File: src/sv/uvf_pkg.sv
// Package for the UTF-8 validate/filter block: shared types, codes and
// value limits. No dependencies.
package uvf_pkg;

    localparam int MAX_RESULTS = 4;

    // Register indexes, decoded from paddr[2]
    localparam logic REG_FILTER_MODE = 1'b0;
    localparam logic REG_REPLACEMENT = 1'b1;

    localparam logic [7:0] REPLACEMENT_RESET = 8'd95;

    // Code point limits
    localparam logic [20:0] CP_MIN2       = 21'h000080;
    localparam logic [20:0] CP_MIN3       = 21'h000800;
    localparam logic [20:0] CP_MIN4       = 21'h010000;
    localparam logic [20:0] CP_LIMIT      = 21'h110000;
    localparam logic [20:0] SURR_MASK     = 21'h1FF800;
    localparam logic [20:0] SURR_BASE     = 21'h00D800;
    localparam logic [20:0] NONCHAR_LO    = 21'h00FDD0;
    localparam logic [20:0] NONCHAR_HI    = 21'h00FDEF;
    localparam logic [20:0] NONCHAR_MASK  = 21'h00FFFE;

    typedef logic [7:0] t_byte;

    typedef struct packed {
        logic  filter_mode;
        t_byte replacement_byte;
    } t_cfg;

    typedef struct packed {
        t_byte out_byte;
        logic  end_of_string;
        logic  string_valid;
    } t_result;

    // Results caused by one input word, item[0] first
    typedef struct packed {
        logic [2:0]                      count;
        t_result [MAX_RESULTS-1:0]       item;
    } t_group;

endpackage

File: src/sv/uvf_if.sv
// Handshake channels of the UTF-8 validate/filter block.
// Input word channel and result word channel; no dependencies.
interface uvf_in_if;
    logic       valid;
    logic       ready;
    logic [7:0] in_byte;

    modport source(output valid, output in_byte, input ready);
    modport sink(input valid, input in_byte, output ready);
endinterface

interface uvf_out_if;
    logic       valid;
    logic       ready;
    logic [7:0] out_byte;
    logic       end_of_string;
    logic       string_valid;

    modport source(output valid, output out_byte, output end_of_string,
                   output string_valid, input ready);
    modport sink(input valid, input out_byte, input end_of_string,
                 input string_valid, output ready);
endinterface

File: src/sv/uvf_step.sv
// Sequence tracker of the UTF-8 validate/filter block: holds the pending
// sequence and builds the result group of each accepted word. Uses uvf_pkg.
module uvf_step (
    input  logic           i_clk,
    input  logic           i_rst_n,
    input  logic           i_accept,
    input  uvf_pkg::t_byte i_byte,
    input  uvf_pkg::t_cfg  i_cfg,
    output uvf_pkg::t_group o_group
);
    import uvf_pkg::*;

    t_byte       r_held [3];
    logic [1:0]  r_cnt;
    logic [2:0]  r_len;
    logic [20:0] r_cp;
    logic        r_err;

    t_byte       n_held [3];
    logic [1:0]  n_cnt;
    logic [2:0]  n_len;
    logic [20:0] n_cp;
    logic        n_err;

    logic        pending, is_cont, complete, grow, fresh, broken, ok, err_eff;
    logic        lead2, lead3, lead4, is_lead;
    logic [20:0] cp_new;
    logic [2:0]  cnt_ext, brk_n, len_clip;
    logic        fr_emit, fr_eos, fr_valid;
    t_byte       fr_data;
    t_byte       held4 [4];

    function automatic logic value_ok(input logic [20:0] v, input logic [2:0] len);
        logic [20:0] lo;
        begin
            case (len)
                3'd2:    lo = CP_MIN2;
                3'd3:    lo = CP_MIN3;
                default: lo = CP_MIN4;
            endcase
            value_ok = (v >= lo) && (v < CP_LIMIT)
                    && ((v & SURR_MASK) != SURR_BASE)
                    && !((v >= NONCHAR_LO) && (v <= NONCHAR_HI))
                    && ((v & NONCHAR_MASK) != NONCHAR_MASK);
        end
    endfunction

    // Classify the word against the pending sequence
    always_comb begin
        pending  = (r_len != 3'd0) && (r_cnt != 2'd0);
        is_cont  = (i_byte[7:6] == 2'b10);
        cp_new   = {r_cp[14:0], i_byte[5:0]};
        cnt_ext  = {1'b0, r_cnt};
        complete = pending && is_cont && ((cnt_ext + 3'd1) >= r_len);
        grow     = pending && is_cont && !complete;
        broken   = pending && !is_cont;
        fresh    = !(pending && is_cont);
        ok       = value_ok(cp_new, r_len);
        err_eff  = r_err | broken;
        lead2    = (i_byte[7:5] == 3'b110);
        lead3    = (i_byte[7:4] == 4'b1110);
        lead4    = (i_byte[7:3] == 5'b11110);
        is_lead  = lead2 | lead3 | lead4;
        len_clip = (r_len > 3'd4) ? 3'd4 : r_len;
        brk_n    = (broken && i_cfg.filter_mode) ? cnt_ext : 3'd0;
        held4[0] = r_held[0];
        held4[1] = r_held[1];
        held4[2] = r_held[2];
        held4[3] = i_byte;
    end

    // Result of parsing the word as the start of something new
    always_comb begin
        fr_emit  = 1'b0;
        fr_data  = i_byte;
        fr_eos   = 1'b0;
        fr_valid = 1'b0;
        if (i_byte == 8'd0) begin
            fr_emit  = 1'b1;
            fr_eos   = 1'b1;
            fr_valid = !err_eff;
        end else if (!i_byte[7]) begin
            fr_emit = i_cfg.filter_mode;
        end else if (!is_lead) begin
            fr_emit = i_cfg.filter_mode;
            fr_data = i_cfg.replacement_byte;
        end
    end

    // Build the result group
    always_comb begin
        o_group.count = 3'd0;
        if (complete) begin
            if (i_cfg.filter_mode) begin
                o_group.count = ok ? (cnt_ext + 3'd1) : len_clip;
            end
        end else if (fresh) begin
            o_group.count = brk_n + {2'b00, fr_emit};
        end
        for (int i = 0; i < MAX_RESULTS; i++) begin
            o_group.item[i].end_of_string = 1'b0;
            o_group.item[i].string_valid  = 1'b0;
            if (complete) begin
                if (!ok) begin
                    o_group.item[i].out_byte = i_cfg.replacement_byte;
                end else if (3'(i) < cnt_ext) begin
                    o_group.item[i].out_byte = held4[i];
                end else begin
                    o_group.item[i].out_byte = i_byte;
                end
            end else if (3'(i) < brk_n) begin
                o_group.item[i].out_byte = i_cfg.replacement_byte;
            end else begin
                o_group.item[i].out_byte      = fr_data;
                o_group.item[i].end_of_string = fr_eos;
                o_group.item[i].string_valid  = fr_valid;
            end
        end
    end

    // Next sequence state
    always_comb begin
        n_held = r_held;
        n_cnt  = r_cnt;
        n_len  = r_len;
        n_cp   = r_cp;
        n_err  = r_err;
        if (i_accept) begin
            if (complete) begin
                n_cnt = 2'd0;
                n_len = 3'd0;
                n_cp  = 21'd0;
                n_err = r_err | !ok;
            end else if (grow) begin
                if (r_cnt != 2'd3) begin
                    n_held[r_cnt] = i_byte;
                end
                n_cnt = r_cnt + 2'd1;
                n_cp  = cp_new;
            end else begin
                // drop the pending sequence, then parse afresh
                n_cnt = 2'd0;
                n_len = 3'd0;
                n_cp  = 21'd0;
                n_err = err_eff;
                if (i_byte == 8'd0) begin
                    n_err = 1'b0;
                end else if (!i_byte[7]) begin
                    n_err = err_eff;
                end else if (is_lead) begin
                    n_held[0] = i_byte;
                    n_cnt     = 2'd1;
                    if (lead2) begin
                        n_len = 3'd2;
                        n_cp  = {16'd0, i_byte[4:1], 1'b0};
                    end else if (lead3) begin
                        n_len = 3'd3;
                        n_cp  = {17'd0, i_byte[3:0]};
                    end else begin
                        n_len = 3'd4;
                        n_cp  = {18'd0, i_byte[2:0]};
                    end
                end else begin
                    n_err = 1'b1;
                end
            end
        end
    end

    // Held bytes carry no reset
    always_ff @(posedge i_clk) begin
        r_held <= n_held;
    end

    always_ff @(posedge i_clk) begin
        if (!i_rst_n) begin
            r_cnt <= 2'd0;
            r_len <= 3'd0;
            r_cp  <= 21'd0;
            r_err <= 1'b0;
        end else begin
            r_cnt <= n_cnt;
            r_len <= n_len;
            r_cp  <= n_cp;
            r_err <= n_err;
        end
    end

    a_len_cnt_pair: assert property (@(posedge i_clk) disable iff (!i_rst_n)
        (r_len == 3'd0) == (r_cnt == 2'd0))
        else $error("sequence length and held count disagree");

    a_cnt_below_len: assert property (@(posedge i_clk) disable iff (!i_rst_n)
        (r_len != 3'd0) |-> ((cnt_ext < r_len) && (r_len >= 3'd2) && (r_len <= 3'd4)))
        else $error("held count not below sequence length");

    a_group_bound: assert property (@(posedge i_clk) disable iff (!i_rst_n)
        i_accept |-> (o_group.count <= 3'(MAX_RESULTS)))
        else $error("result group larger than four words");

endmodule

File: src/sv/uvf_queue.sv
// Result queue of the UTF-8 validate/filter block: takes up to four
// words per cycle, releases one per cycle while i_ready is high. Uses uvf_pkg.
module uvf_queue #(
    parameter int DEPTH = 8
) (
    input  logic            i_clk,
    input  logic            i_rst_n,
    input  logic            i_push,
    input  uvf_pkg::t_group i_group,
    output logic            o_room,
    output logic            o_valid,
    input  logic            i_ready,
    output uvf_pkg::t_result o_result
);
    import uvf_pkg::*;

    localparam int ADDR_W = $clog2(DEPTH);
    localparam int CNT_W  = $clog2(DEPTH + 1);
    localparam int SUM_W  = ADDR_W + 1;

    t_result            r_mem [DEPTH];
    logic [ADDR_W-1:0]  r_wr, r_rd;
    logic [CNT_W-1:0]   r_count;

    logic [ADDR_W-1:0]  n_wr, n_rd;
    logic [CNT_W-1:0]   n_count;
    logic [2:0]         push_n;
    logic               pop;

    // Advance a slot index by up to four, wrapping at DEPTH
    function automatic logic [ADDR_W-1:0] wrap_add(input logic [ADDR_W-1:0] base,
                                                   input logic [2:0] step);
        logic [SUM_W-1:0] sum;
        begin
            sum = SUM_W'(base) + SUM_W'(step);
            if (sum >= SUM_W'(DEPTH)) begin
                sum = sum - SUM_W'(DEPTH);
            end
            wrap_add = sum[ADDR_W-1:0];
        end
    endfunction

    assign push_n   = i_push ? i_group.count : 3'd0;
    assign pop      = o_valid && i_ready;
    assign o_valid  = (r_count != '0);
    assign o_result = r_mem[r_rd];
    assign o_room   = (r_count <= CNT_W'(DEPTH - MAX_RESULTS));

    always_comb begin
        n_wr    = wrap_add(r_wr, push_n);
        n_rd    = pop ? wrap_add(r_rd, 3'd1) : r_rd;
        n_count = r_count + CNT_W'(push_n) - CNT_W'(pop);
    end

    // Write the group into consecutive slots
    always_ff @(posedge i_clk) begin
        for (int k = 0; k < MAX_RESULTS; k++) begin
            if (3'(k) < push_n) begin
                r_mem[wrap_add(r_wr, 3'(k))] <= i_group.item[k];
            end
        end
    end

    always_ff @(posedge i_clk) begin
        if (!i_rst_n) begin
            r_wr    <= '0;
            r_rd    <= '0;
            r_count <= '0;
        end else begin
            r_wr    <= n_wr;
            r_rd    <= n_rd;
            r_count <= n_count;
        end
    end

    a_no_overflow: assert property (@(posedge i_clk) disable iff (!i_rst_n)
        r_count <= CNT_W'(DEPTH))
        else $error("result queue overflow");

    a_push_needs_room: assert property (@(posedge i_clk) disable iff (!i_rst_n)
        (push_n != 3'd0) |-> o_room)
        else $error("group pushed without room");

    a_pop_only: assert property (@(posedge i_clk) disable iff (!i_rst_n)
        (pop && push_n == 3'd0) |=> (r_count == $past(r_count) - CNT_W'(1)))
        else $error("queue count lost a pop");

endmodule

File: src/sv/utf8_validate_filter_top.sv
// Results of an accepted word go into the result queue. Throughput: one input word per
// cycle while the result queue has room for four words; results leave one per cycle while
// the receiver is ready, so a byte that yields several results stalls input later.
// Reset (i_rst_n, synchronous): empties the queue, drops any pending sequence and the
// error flag, sets filter mode off and the replacement byte to 95. No clearing pass.
module utf8_validate_filter_top #(
    parameter int QUEUE_DEPTH = 8
) (
    input  logic        i_clk,
    input  logic        i_rst_n,
    uvf_in_if.sink      i_in,
    uvf_out_if.source   o_out,
    input  logic        psel,
    input  logic        penable,
    input  logic        pwrite,
    input  logic [2:0]  paddr,
    input  logic [31:0] pwdata,
    output logic [31:0] prdata,
    output logic        pready
);
    import uvf_pkg::*;

    t_cfg    r_cfg;
    t_cfg    n_cfg;
    t_group  group;
    t_result result;
    logic    room, accept, cfg_wr;

    assign pready = 1'b1;
    assign cfg_wr = psel && penable && pwrite && pready;

    // Register writes
    always_comb begin
        n_cfg = r_cfg;
        if (cfg_wr) begin
            case (paddr[2])
                REG_FILTER_MODE: n_cfg.filter_mode      = pwdata[0];
                REG_REPLACEMENT: n_cfg.replacement_byte = pwdata[7:0];
                default:         n_cfg = r_cfg;
            endcase
        end
    end

    always_ff @(posedge i_clk) begin
        if (!i_rst_n) begin
            r_cfg.filter_mode      <= 1'b0;
            r_cfg.replacement_byte <= REPLACEMENT_RESET;
        end else begin
            r_cfg <= n_cfg;
        end
    end

    // Register reads
    always_comb begin
        case (paddr[2])
            REG_FILTER_MODE: prdata = {31'd0, r_cfg.filter_mode};
            REG_REPLACEMENT: prdata = {24'd0, r_cfg.replacement_byte};
            default:         prdata = 32'd0;
        endcase
    end

    // Accept a word whenever the queue can take a full group
    assign i_in.ready = room;
    assign accept     = i_in.valid && room;

    uvf_step u_step (
        .i_clk    (i_clk),
        .i_rst_n  (i_rst_n),
        .i_accept (accept),
        .i_byte   (i_in.in_byte),
        .i_cfg    (r_cfg),
        .o_group  (group)
    );

    uvf_queue #(
        .DEPTH (QUEUE_DEPTH)
    ) u_queue (
        .i_clk    (i_clk),
        .i_rst_n  (i_rst_n),
        .i_push   (accept),
        .i_group  (group),
        .o_room   (room),
        .o_valid  (o_out.valid),
        .i_ready  (o_out.ready),
        .o_result (result)
    );

    assign o_out.out_byte      = result.out_byte;
    assign o_out.end_of_string = result.end_of_string;
    assign o_out.string_valid  = result.string_valid;

endmodule

File: src/flat_wrapper.sv
// flat-port wrapper written by rule: the top's interface ports become plain ports
module utf8_validate_filter_top_flat import uvf_pkg::*;
#(
    parameter int QUEUE_DEPTH = 8
)
  (i_clk, i_rst_n, psel, penable, pwrite, paddr, pwdata, prdata, pready, i_in_valid, i_in_in_byte, i_in_ready, o_out_valid, o_out_out_byte, o_out_end_of_string, o_out_string_valid, o_out_ready);
  uvf_in_if i_in_i ();
  uvf_out_if o_out_i ();
  input  logic i_clk;
  input  logic i_rst_n;
  input  logic psel;
  input  logic penable;
  input  logic pwrite;
  input  logic [2:0] paddr;
  input  logic [31:0] pwdata;
  output logic [31:0] prdata;
  output logic pready;
  input wire logic [$bits(i_in_i.valid)-1:0] i_in_valid;
  input wire logic [$bits(i_in_i.in_byte)-1:0] i_in_in_byte;
  output wire logic [$bits(i_in_i.ready)-1:0] i_in_ready;
  output wire logic [$bits(o_out_i.valid)-1:0] o_out_valid;
  output wire logic [$bits(o_out_i.out_byte)-1:0] o_out_out_byte;
  output wire logic [$bits(o_out_i.end_of_string)-1:0] o_out_end_of_string;
  output wire logic [$bits(o_out_i.string_valid)-1:0] o_out_string_valid;
  input wire logic [$bits(o_out_i.ready)-1:0] o_out_ready;
  assign i_in_i.valid = i_in_valid;
  assign i_in_i.in_byte = i_in_in_byte;
  assign i_in_ready = i_in_i.ready;
  assign o_out_valid = o_out_i.valid;
  assign o_out_out_byte = o_out_i.out_byte;
  assign o_out_end_of_string = o_out_i.end_of_string;
  assign o_out_string_valid = o_out_i.string_valid;
  assign o_out_i.ready = o_out_ready;
  utf8_validate_filter_top #(.QUEUE_DEPTH(QUEUE_DEPTH)) u_core (.i_clk(i_clk), .i_rst_n(i_rst_n), .i_in(i_in_i), .o_out(o_out_i), .psel(psel), .penable(penable), .pwrite(pwrite), .paddr(paddr), .pwdata(pwdata), .prdata(prdata), .pready(pready));
endmodule
File: config.mk
export PLATFORM = sky130hd
export DESIGN_NAME = utf8_validate_filter_top_flat
export DESIGN_NICKNAME = d
export VERILOG_FILES = /design/src/sv/uvf_pkg.sv /design/src/sv/uvf_if.sv /design/src/sv/uvf_step.sv /design/src/sv/uvf_queue.sv /design/src/sv/utf8_validate_filter_top.sv /design/src/flat_wrapper.sv
export SDC_FILE = /design/constraint.sdc
export NUM_CORES = 1
export LEC_CHECK = 0
export ABC_AREA = 1
export ABC_CLOCK_PERIOD_IN_PS = 3360
export BUFFER_PORTS_ARGS = -buffer_cell sky130_fd_sc_hd__buf_2
export CAP_MARGIN = 20
export CORE_AREA = 4 4 163 165
export DETAILED_ROUTE_END_ITERATION = 6
export DIE_AREA = 0 0 167 169
export PLACE_DENSITY_LB_ADDON = 0.12
export SYNTH_ARGS = -nofsm -noshare
export SYNTH_HDL_FRONTEND = slang
export SYNTH_SLANG_ARGS = --single-unit
File: constraint.sdc
create_clock -name i_clk -period 3.36 [get_ports i_clk]
set_input_delay 0.504 -clock i_clk [delete_from_list [all_inputs] [get_ports i_clk]]
set_output_delay 0.504 -clock i_clk [all_outputs]
set_load 0.03 [all_outputs]
Word level (Yosys, flattened, before mapping):

Memories as Yosys holds them, arrays and structs flattened. A register that Yosys moved wholly into a read port is not among the register bits.
Cells that the tools add are included.

* add/subtract/negate cells: 16
* muxes and demuxes: 92
* equal/unequal tests: 12
* magnitude comparators: 26
* bitwise operators: 7
* reduce and logical (&&, ||, !) cells: 32

Operators with widths (number)
* 2-to-1 mux 8 bit: 23
* 2-to-1 mux 3 bit: 25
* case mux 32 bit (2 select lines): 1
* case mux 17 bit (2 select lines): 1
* 2-to-1 mux 15 bit: 2
* bitwise mux 24 bit: 1
* 2-to-1 mux 24 bit: 1
* 2-to-1 mux 2 bit: 11
* greater-or-equal comparator 21 x 16 -> 1 bit, second input constant: 1
* greater-or-equal comparator 21 x 17 -> 1 bit: 1
* <= comparator 21 x 16 -> 1 bit, second input constant: 1
* < comparator 21 bit, second input constant: 1
* 2-to-1 mux 1 bit: 21
* greater-or-equal comparator 4 bit, second input constant: 5
* 2-to-1 mux 5 bit: 4
* subtractor 3 x 1 -> 3 bit, second input constant: 6
* demux 8 bit (select 2 bit): 1
* logical AND 1 bit: 16
* != test 15 bit, second input constant: 1
* != test 10 x 5 -> 1 bit, second input constant: 1
* adder 3 x 1 -> 4 bit, second input constant: 2
* adder 3 x 2 -> 4 bit, second input constant: 2
* logical NOT 8 bit: 1
* < comparator 1 x 2 -> 1 bit, first input constant: 4
* other kinds (33): 52

* bits in writable memories: 80
* register bits: 64
* memories: 1
* bits of input ports: 50
* output and inout bits: 45
* word-level logic and storage cells: 198

Memories
* u_core.u_queue.r_mem: words 8, width 10, rd ports 1, clocked after memory_dff 1, write ports 4, line uvf_queue.sv:21 `t_result r_mem [DEPTH];`

Depth between registers and ports, before layout:

* word-level depth: 14
* mapped depth: 26
* depth with buffers taken out: 26

Cells and area by module:

Synthesis repeated with hierarchy kept, for this count alone.

* cells, all modules: 1883
* area, all modules: 12139.1 um^2

Modules (own cells, without submodules)
* uvf_queue: times used 1, cells an instance 1225, sequential area each 2662.6 um^2, area an instance 7796.2 um^2
* uvf_step: times used 1, cells an instance 561, sequential area each 1141.1 um^2, area an instance 3708.6 um^2
* utf8_validate_filter_top: times used 1, cells an instance 97, sequential area each 180.2 um^2, area an instance 634.4 um^2

Least setup slack after synthesis:

Ideal clock, no wire load.

* path kind: input to register
* start point: in i_in_in_byte[4]
* end point: mem u_core.u_queue.r_mem[6][0] (netlist name), enable pin
* required time: 2982 ps
* stages: 14
* setup time: 378 ps
* arrival time: 3144 ps
* path slack: -162 ps
* path buffers: 2
* path through: inv_2 > nand2_1 > nor4_2 > inv_1 > clkbuf_1 > a21oi_1 > ha_1 > ha_1 > o21a_1 > nand2_2 > nand2_2 > buf_4 > nand2_1 > nand4_1

RTL lines
* from (decl): line flat_wrapper.sv:19 `input wire logic [$bits(i_in_i.in_byte)-1:0] i_in_in_byte;`
* to (decl): line uvf_queue.sv:21

==> summary.txt <==
Clocking
  – Clk_lat worst skew: around 0.44 ns
  – Root Driver: clkbuf_16
  – Clk buf depth: 2
  – Cts bufs inserted: 17
  – H-Tree Depth: 4
  – # hold bufs at CTS: 0
  – Clock Sinks: approximately 150
  – TritonCTS clock tree: yes
  – Reg clk slew, reported paths: 0.07 ns

Worst setup path
  – Max stage delay on crit path: 0.36 ns
  – Crit-path max FO: 28
  – CP top delay family: compound AO/OA/AOI/OAI gates
  – Setup Crit Path Kind: reg2reg
  – Setup crit end kind: flop
  – Crit path DAT: between 3 and 4 ns
  – Worst path required time: roughly 3.6 ns
  – CP Launch Type: flop
  – CP Cell Sequence: inv_1 -> ha_1 -> ha_1 -> nand2_1 -> o211ai_1 -> nand2_2 -> clkinv_4 -> buf_4 -> nand2_2 -> buf_12 -> o21ai_1 -> inv_2 -> nand2_1 -> nand3_1 -> a21oi_4
  – CP Buf/Inv Count: 5
  – Critical Path Slowest Stage Cell: dfxtp_2

Timing
  – Setup violations, final: 0
  – F_max: 0.308 GHz
  – Fin. Hold Viols: 0
  – Slew HR: 0.224
  – RSZ-0062 raised after global routing: true
  – Worst-Margin Slew: between 1 and 1.5 ns
  – Part of the cycle the worst path needs: 0.965
  – Skew final: between 0.01 and 0.015 ns
  – Final WS setup: between 0.1 and 0.15 ns
  – Slew Limit Fails: 0
  – Min Tclk post-route: about 3.2 ns

Synthesis
  – Leading area contributor after synthesis: edfxtp_1
  – Cell variety after synth: 51
  – Yosys warnings: 0
  – Top cells by area, synth: edfxtp_1 28%, nand3_1 11%, nand2_1 11%
  – Synth Register Bits: roughly 150
  – Primary FF master, synth: edfxtp_1
  – EDFF count, synth: about 100
  – Mean Syn Cell Area: 6.90 um^2
  – Synthesized cell area: roughly 11,000 um^2
  – Sequential share of the synthesized area: 0.356
  – Post-synth ARST share: 0
  – Post-synthesis cell count: roughly 1,600
  – Yosys top cell area share: 0.279

Layout
  – Ant. Diodes: 0
  – Area Growth Syn to Fin: 18.8%
  – Post-layout util: 0.530
  – Final Cell Area: between 10,000 and 15,000 um^2
  – Fraction of layout cells with a size suffix above 1: 0.173
  – # nets final: 1,806
  – # fillers: about 2,500

Floorplanning
  – Initial Utilization: 0.446
  – IO Pins: 95
  – Row Count: just under 60
  – Core Area: about 25,000 um^2
  – Die height: around 170 um
  – Die area: around 28,000 um^2
  – Die width: approximately 170 um

Placement
  – # port buffers: 43
  – GPL Wtd Cong: 0.973
  – HPWL after DPL: around 31,000 um
  – Setup WS pre-CTS: ~0.013 ns
  – Placed cell areas: around 13,000 um^2

Pwr
  – Clock share of power: 0.308
  – Sequential share of power: 0.336
  – P_leak: between 5 and 6 nW
  – Sw Pwr: around 2.5 mW
  – Internal power: around 3.8 mW
  – PwrDens: between 400 and 500 nW/um^2
  – Sw frac: 0.394
  – Gate power share: 0.355
  – Peak VDD IR: 0.000263 V

Global routing
  – Initial antenna violation count: 0
  – Total track usage: 0.297
  – Largest net degree at the start of global routing: approximately 40
  – Grt ovf: 0
  – Vias in the first global route: about 11,000
  – First-pass GRT wire length: 65,200 um

Status
  – Outcome: complete, no violations

Drt
  – WL per Instance: ~20 um
  – Via count: roughly 12,000
  – 1st-iter DRT viols: about 1,400
  – DRT Pass-1 Iters: 7
  – Via/cell ratio: between 5 and 6
  – Post-route ant nets: 0
  – Final wirelength: 42,500 um
  – # DRC: 0

Flow run
  – Total of max-cap violations: 0

Hold path
  – Worst hold path class: in2reg
## what timing repair did
item                       4_1_cts  5_1_grt
buffers inserted                 0        4
setup endpoints to repair       11      156
cloned                           0        0
pin swaps                        0        4
gates resized for setup          2       47
## kinds of logic after synthesis
group,share of synthesized area
other,0.000672
AOI/OAI and AO/OA,0.136
buffers and inverters,0.107
adders and majority gates,0.0260
and+or+nand+nor,0.371
xor gates and xnor gates,0.00313
DFF,0.356
## routing by layer
layer  track usage  wire length (um)
met1         0.397             17300
met2         0.478             19500
met3        0.0481              3800
met4         0.132              1940
met5             0                 0
## metrics by stage
stage                     cells  setup TNS (ns)  hold slack, ns  total power, mW
after floorplan            1644               0           0.412             3.58
after global placement     2041               0           0.434             4.31
after detailed placement   2041               0           0.446             4.33
after CTS                  2073               0           0.271             6.25
after global routing       2077          -0.298           0.299             6.63
final                      2077               0           0.285             6.31
## final timing paths
path                                       startpoint                                    to  slack [ns]  cells after the start
setup / recovery  u_core.u_step.r_cnt[0]$_SDFFE_PN0P_  u_core.u_queue.r_mem[0][4]$_DFFE_PP_        0.12                     15
hold / removal                              pwdata[4]          u_core.r_cfg[4]$_SDFFE_PN1P_        0.28                      3
setup reg to reg  u_core.u_step.r_cnt[0]$_SDFFE_PN0P_  u_core.u_queue.r_mem[0][4]$_DFFE_PP_        0.12                     15
hold reg to reg   u_core.u_queue.r_rd[2]$_SDFFE_PN0P_   u_core.u_queue.r_rd[2]$_SDFFE_PN0P_        0.46                      1
## final cells by class
cell class,count,area (um^2),share of cell area
inverter,160,611,0.0460
sequential,147,3990,0.300
tap,330,413,0.0311
multi-input combinational,1230,6240,0.470
timing repair buffer,178,1440,0.109
clock inverter,13,149,0.0112
clock buffer,19,433,0.0326
## power by group through the flow
stage / sequential (mW) / clock (mW) / combinational [mW]
finish: 2.12 / 1.95 / 2.24
global route: 2.13 / 2.04 / 2.46
CTS: 2.12 / 1.95 / 2.18
detailed placement: 2.16 / 0 / 2.17
global placement: 2.16 / 0 / 2.15
floorplan: 2.14 / 0 / 1.44
## synth_stat cells, types with 3 or more instances
master and instances:
nand2_2 8, buf_6 5, dfxtp_1 43, o21ai_0 104, nand3_1 254, clkinv_1 3, nand3_4 9, a211oi_1 10
o22ai_1 18, buf_4 29, nor2_1 208, o211ai_1 7, ha_1 20, o221ai_1 4, nand3_2 4, xnor2_1 4
o21ai_2 3, nand2_1 329, edfxtp_1 104, inv_2 17, nand4_1 50, nor3_2 4, nor3_1 21, nor2_2 5
o21ai_1 14, inv_1 140, clkbuf_1 43, buf_2 27, a21oi_1 92, a31oi_1 11
## worst register-to-register path: stages (launching register included)
cell      delay, ns
dfxtp_2        0.36
inv_1          0.07
ha_1           0.32
ha_1           0.30
nand2_1        0.05
o211ai_1       0.29
nand2_2        0.15
clkinv_4       0.12
buf_4          0.16
nand2_2        0.10
buf_12         0.19
o21ai_1        0.33
inv_2          0.20
nand2_1        0.11
nand3_1        0.12
a21oi_4        0.22
## layout by cell type (no fill, tap or decap), drive strengths merged, types with 3 or more instances in the layout
master      n
a211oi     10
a21oi      93
a31oi      12
buf       178
clkbuf     19
clkinv      8
clkinvlp    3
conb       25
dfxtp      43
edfxtp    104
ha         20
inv       160
nand2     339
nand3     267
nand4      50
nor2      216
nor3       25
o211ai      7
o21ai     121
o221ai      4
o22ai      18
xnor2       4
No activity file was read; power rests on OpenSTA's default activity.
